### src/rtl/core/frc_pkg.sv
// ----------------------------------------------------------------------------
// Frequency rank cracker package
// Shared types, command codes and helpers for the frequency rank cracker.
// ----------------------------------------------------------------------------
package frc_pkg;

    localparam int COUNT_BITS  = 20;
    localparam int LETTERS     = 26;
    localparam int LETTER_BITS = 5;

    typedef logic [COUNT_BITS-1:0]  t_count;
    typedef logic [LETTER_BITS-1:0] t_letter;

    // Command codes carried on the input channel.
    typedef enum logic [2:0] {
        CMD_CLEAR     = 3'd0,
        CMD_SAMPLE    = 3'd1,
        CMD_CIPHER    = 3'd2,
        CMD_DERIVE    = 3'd3,
        CMD_TRANSLATE = 3'd4
    } t_cmd;

    localparam logic KIND_PAIR = 1'b0;
    localparam logic KIND_BYTE = 1'b1;

    localparam logic [7:0] CHAR_LA = 8'h61;
    localparam logic [7:0] CHAR_LZ = 8'h7a;
    localparam logic [7:0] CHAR_UA = 8'h41;
    localparam logic [7:0] CHAR_UZ = 8'h5a;

    // Input item payload.
    typedef struct packed {
        logic [2:0] cmd;
        logic [7:0] byte_in;
    } t_in_item;

    // Result item payload.
    typedef struct packed {
        logic       kind;
        t_letter    cipher_letter;
        t_letter    plain_letter;
        logic [7:0] byte_out;
        logic       last;
    } t_out_item;

    // Control from the sequencer to every histogram cell.
    typedef struct packed {
        logic    clear;
        logic    bump_s;
        logic    bump_c;
        t_letter bump_idx;
        logic    load;      // capture own counts into the rank tokens
        logic    shift;     // pass tokens one cell down the chain
        logic    compare;   // compare own count against the passing token
    } t_cell_ctrl;

    // A token circulating through the chain: one letter with its count.
    typedef struct packed {
        t_count  cnt;
        t_letter idx;
    } t_token;

    function automatic logic is_letter(input logic [7:0] b);
        is_letter = ((b >= CHAR_LA) && (b <= CHAR_LZ)) || ((b >= CHAR_UA) && (b <= CHAR_UZ));
    endfunction

    function automatic t_letter letter_of(input logic [7:0] b);
        logic [7:0] d;
        d = (b >= CHAR_LA) ? (b - CHAR_LA) : (b - CHAR_UA);
        letter_of = d[LETTER_BITS-1:0];
    endfunction

    // True when token a ranks ahead of letter b with count cb.
    function automatic logic ranks_ahead(input t_token a, input t_count cb, input t_letter b);
        ranks_ahead = (a.cnt > cb) || ((a.cnt == cb) && (a.idx > b));
    endfunction

endpackage

### src/rtl/core/frc_cell.sv
// ----------------------------------------------------------------------------
// Frequency rank cracker cell
// Holds one letter's sample and cipher bins. During derive, tokens of every
// letter pass through the chain and each cell counts how many rank ahead.
// ----------------------------------------------------------------------------
module frc_cell
    import frc_pkg::*;
(
    input  logic       i_clk,
    input  logic       i_rst_n,
    input  t_letter    i_idx,
    input  t_cell_ctrl i_ctrl,
    input  t_token     i_tok_s,
    input  t_token     i_tok_c,
    output t_token     o_tok_s,
    output t_token     o_tok_c,
    output t_letter    o_pos_s,
    output t_letter    o_pos_c
);

    t_count  r_cnt_s, r_cnt_c;
    t_token  r_tok_s, r_tok_c;
    t_letter r_pos_s, r_pos_c;
    logic    w_hit;

    assign w_hit = i_ctrl.bump_idx == i_idx;

    // Histogram bins with saturation.
    always_ff @(posedge i_clk) begin
        if (!i_rst_n || i_ctrl.clear) begin
            r_cnt_s <= '0;
            r_cnt_c <= '0;
        end else begin
            if (i_ctrl.bump_s && w_hit && (r_cnt_s != '1)) r_cnt_s <= r_cnt_s + 1'b1;
            if (i_ctrl.bump_c && w_hit && (r_cnt_c != '1)) r_cnt_c <= r_cnt_c + 1'b1;
        end
    end

    // Circulating tokens and rank counters.
    always_ff @(posedge i_clk) begin
        if (i_ctrl.load) begin
            r_tok_s <= '{cnt: r_cnt_s, idx: i_idx};
            r_tok_c <= '{cnt: r_cnt_c, idx: i_idx};
            r_pos_s <= '0;
            r_pos_c <= '0;
        end else begin
            if (i_ctrl.compare) begin
                if (ranks_ahead(r_tok_s, r_cnt_s, i_idx)) r_pos_s <= r_pos_s + 1'b1;
                if (ranks_ahead(r_tok_c, r_cnt_c, i_idx)) r_pos_c <= r_pos_c + 1'b1;
            end
            if (i_ctrl.shift) begin
                r_tok_s <= i_tok_s;
                r_tok_c <= i_tok_c;
            end
        end
    end

    assign o_tok_s = r_tok_s;
    assign o_tok_c = r_tok_c;
    assign o_pos_s = r_pos_s;
    assign o_pos_c = r_pos_c;

endmodule

### config.mk
export PLATFORM = sky130hd
export DESIGN_NAME = frc_cell
export DESIGN_NICKNAME = d
export VERILOG_FILES = /design/src/rtl/core/frc_pkg.sv /design/src/rtl/core/frc_cell.sv
export SDC_FILE = /design/constraint.sdc
export NUM_CORES = 1
export LEC_CHECK = 0
export BUFFER_PORTS_ARGS = -buffer_cell sky130_fd_sc_hd__buf_2
export CAP_MARGIN = 30
export CORE_ASPECT_RATIO = 0.7
export CORE_MARGIN = 2
export CORE_UTILIZATION = 40
export DETAILED_ROUTE_END_ITERATION = 10
export RECOVER_POWER = 50
export SLEW_MARGIN = 20
export SYNTH_ARGS = -nofsm -noshare
export SYNTH_HDL_FRONTEND = slang
export SYNTH_SLANG_ARGS = --single-unit
### constraint.sdc
create_clock -name i_clk -period 5.65 [get_ports i_clk]
set_input_delay 0.8475 -clock i_clk [delete_from_list [all_inputs] [get_ports i_clk]]
set_output_delay 0.8475 -clock i_clk [all_outputs]
set_load 0.05 [all_outputs]
==> metrics.yaml <==
synthesis:
  synth_enable_flop_cells: 50
  yosysTopAreaCell: "edfxtp_1"
  ys.flop_type: "edfxtp_1"
  synth_area_leaders: "edfxtp_1 26%, dfxtp_1 17%, ha_1 11%, mux2_2 8.8%, xnor2_1 3.9%"
  synth_nets: 703
  synth_top_area_share_pct: 25.6
  synth.distinct_cells: 57
  yosysWarnings: 0
  syn_avg_cell_area_um2: 10.1
  yosys-top-cells-count: "60 x inv_1, 54 x ha_1, 50 x dfxtp_1, 50 x edfxtp_1, 46 x mux2_2"
  synthArstFlopShare_pct: 0
  synth-seq-cells: 100
  synthesis.area_um2: 5880
  netlist_instances: 581
  synthMostInstantiatedCell: "inv_1"
  yosysSeqAreaShare_pct: 42.6
route:
  post_drt_wl_per_cell_um: 15.8
  drt-total-wl_um: 14400
  detail_route.vias_per_cell: 5.25
  dr.pass1.iters: 5
  ant_nets: 0
  route.detailed.drc: 0
  vias: 4766
  dr.first_iter.drc_count: 328
sta:
  fmax_ghz: 0.283
  fin_worst_skew_ns: 0.00672
  finalMaxSlewViolations: 0
  setup_tns_ns: 0
  rsz0062_at_grt: "false"
  tightest_slew_ns: 1.45
  setup_viol: 0
  setup_ws_ns: 2.12
  fin_crit_sh_pct: 62.5
  hold_viol: 0
  slew_headroom_pct: 3.52
  fin_crit_ns: 3.53
cts:
  clockRootBuffer: "clkbuf_16"
  clk_latency_ns: 0.35
  cts_hold_buf: 0
  post_cts_resized: 0
  cts_setup_buffers: 0
  numCtsBuffers: 9
  htree_levels: 3
  clk_pin_slew_ns: 0.07
  cts_tree: "yes"
  clock_path_buffers: 2
  clock_sinks: 100
placed_design:
  portBuffers: 127
  dp_hpwl_um: 11000
  pre_cts_ws_ns: 2.66
  gp_congestion: 0.846
  post_dp_cell_area_um2: 6720
floorplanning:
  ios: 128
  die-area_um2: 15700
  die_w_um: 149
  rows: 37
  core_region_area_um2: 14500
  initial_core_util_pct: 40.4
  die_h_um: 105
setup_path:
  crit_arrival_ns: 3.52
  crit_type: "in -> reg"
  r2r-start: "r_cnt_s[11]$_SDFFE_PP0P_"
  path_max_fanout: 50
  cp_data_required_time_ns: 5.64
  crit_path_start_kind: "input port"
  end_kind: "register"
  crit_path_start: "i_ctrl[2]"
power_and_ir_drop:
  finalPower_w: 0.00178
  p_leak_nw: 2.63
  ir_worst_vdd_mv: 0.136
  powerDensity_nw_per_um2: 257
global_routing:
  antenna_found_initial: 0
  gr-usage-all-layers_pct: 18.6
  grt_max_degree: 51
  grt_overflow: 0
  grt_pass1_vias: 4487
  grt_pass1_wl_um: 22800
final_layout:
  drive_gt1_share_pct: 20.1
  area_growth_pct: 17.8
  final_area_um2: 6920
  final_util_pct: 47.6
  layout.nets: 830
  antenna_cells: 0
worst_hold_path:
  hold_class: "reg -> reg"
  min-delay-start: "o_pos_s[4]$_SDFFE_PP0P_"
outcome:
  outcome: "finished clean"
job:
  cap_violations: 0
==> cell usage in the layout, fill, tap and decap left out, types with 6 or more instances in the layout <==
cell type  netlist  final
clkbuf_1        11     66
buf_2            2     66
inv_1           60     60
ha_1            54     54
dfxtp_1         50     50
edfxtp_1        50     50
mux2_2          46     46
a21oi_1         39     39
nor2_1          36     36
o21ai_0         33     33
nand3_1         26     26
xnor2_1         26     26
nand2_1         25     25
nand4_1         17     17
or3_1           12     12
nor2b_1         10     10
clkbuf_16        0     10
and3_1           9      9
and4_1           7      7
nor3_1           6      6
==> report_power, final <==
group | total, W | internal (W) | switching, W
sequential | 0.000827 | 0.000802 | 0.0000250
clock | 0.000618 | 0.000350 | 0.000268
combinational | 0.000336 | 0.0000997 | 0.000237
total | 0.00178 | 0.00125 | 0.000529
==> metrics by stage <==
| step | hold slack (ns) | instances |
|---|---|---|
| after floorplan | 0.476 | 581 |
| after global placement | 0.474 | 892 |
| after detailed placement | 0.482 | 892 |
| after CTS | 0.492 | 908 |
| after global routing | 0.558 | 908 |
| final | 0.500 | 908 |
==> worst paths after layout <==
check                            endpoint  depth (start not counted)  slack [ns]
hold / removal    o_pos_s[4]$_SDFFE_PP0P_                          2        0.50
setup reg to reg  o_pos_s[0]$_SDFFE_PP0P_                          8        2.97
setup / recovery     o_tok_s[5]$_DFFE_PP_                          4        2.12
hold reg to reg   o_pos_s[4]$_SDFFE_PP0P_                          2        0.50
==> worst max-delay path, stage by stage <==
cell,delay (ns)
clkbuf_1,0.95
clkbuf_1,0.85
or2_2,0.24
buf_4,0.57
==> cell families after synthesis <==
family	after synthesis	share of synthesized area, %
adder cells (fa/ha/maj)	54	11.5
buffers and inverters	75	4.96
AND/OR/NAND/NOR	182	17.8
flip-flops	100	42.6
multiplexers	48	9.16
AO/OA/AOI/OAI	95	9.97
XOR/XNOR	27	4.02
==> layout make-up <==
cell class	count	area (µm²)
clock buffers	15	289
well taps	195	244
fillers	1422	7610
inverters	60	225
repair buffers	131	582
clock inverters	1	5.00
multi-input cells	406	3080
flip-flops and latches	100	2500
==> state kept, by name, indices dropped and copies added, names as in the netlist <==
register	count
r_cnt_s	20
o_pos_s	5
o_tok_c	25
o_pos_c	5
r_cnt_c	20
o_tok_s	25
==> per-layer routing <==
| metal | up-vias | track usage (%) | wire length [µm] |
|---|---|---|---|
| met2 | 137 | 28.0 | 6040 |
| met4 | 0 | 4.69 | 129 |
| li1 | 2363 | - | - |
| met5 | - | 0 | 0 |
| met3 | 8 | 4.11 | 896 |
| met1 | 2258 | 27.1 | 7300 |
Power figures use the tool's default switching activity.
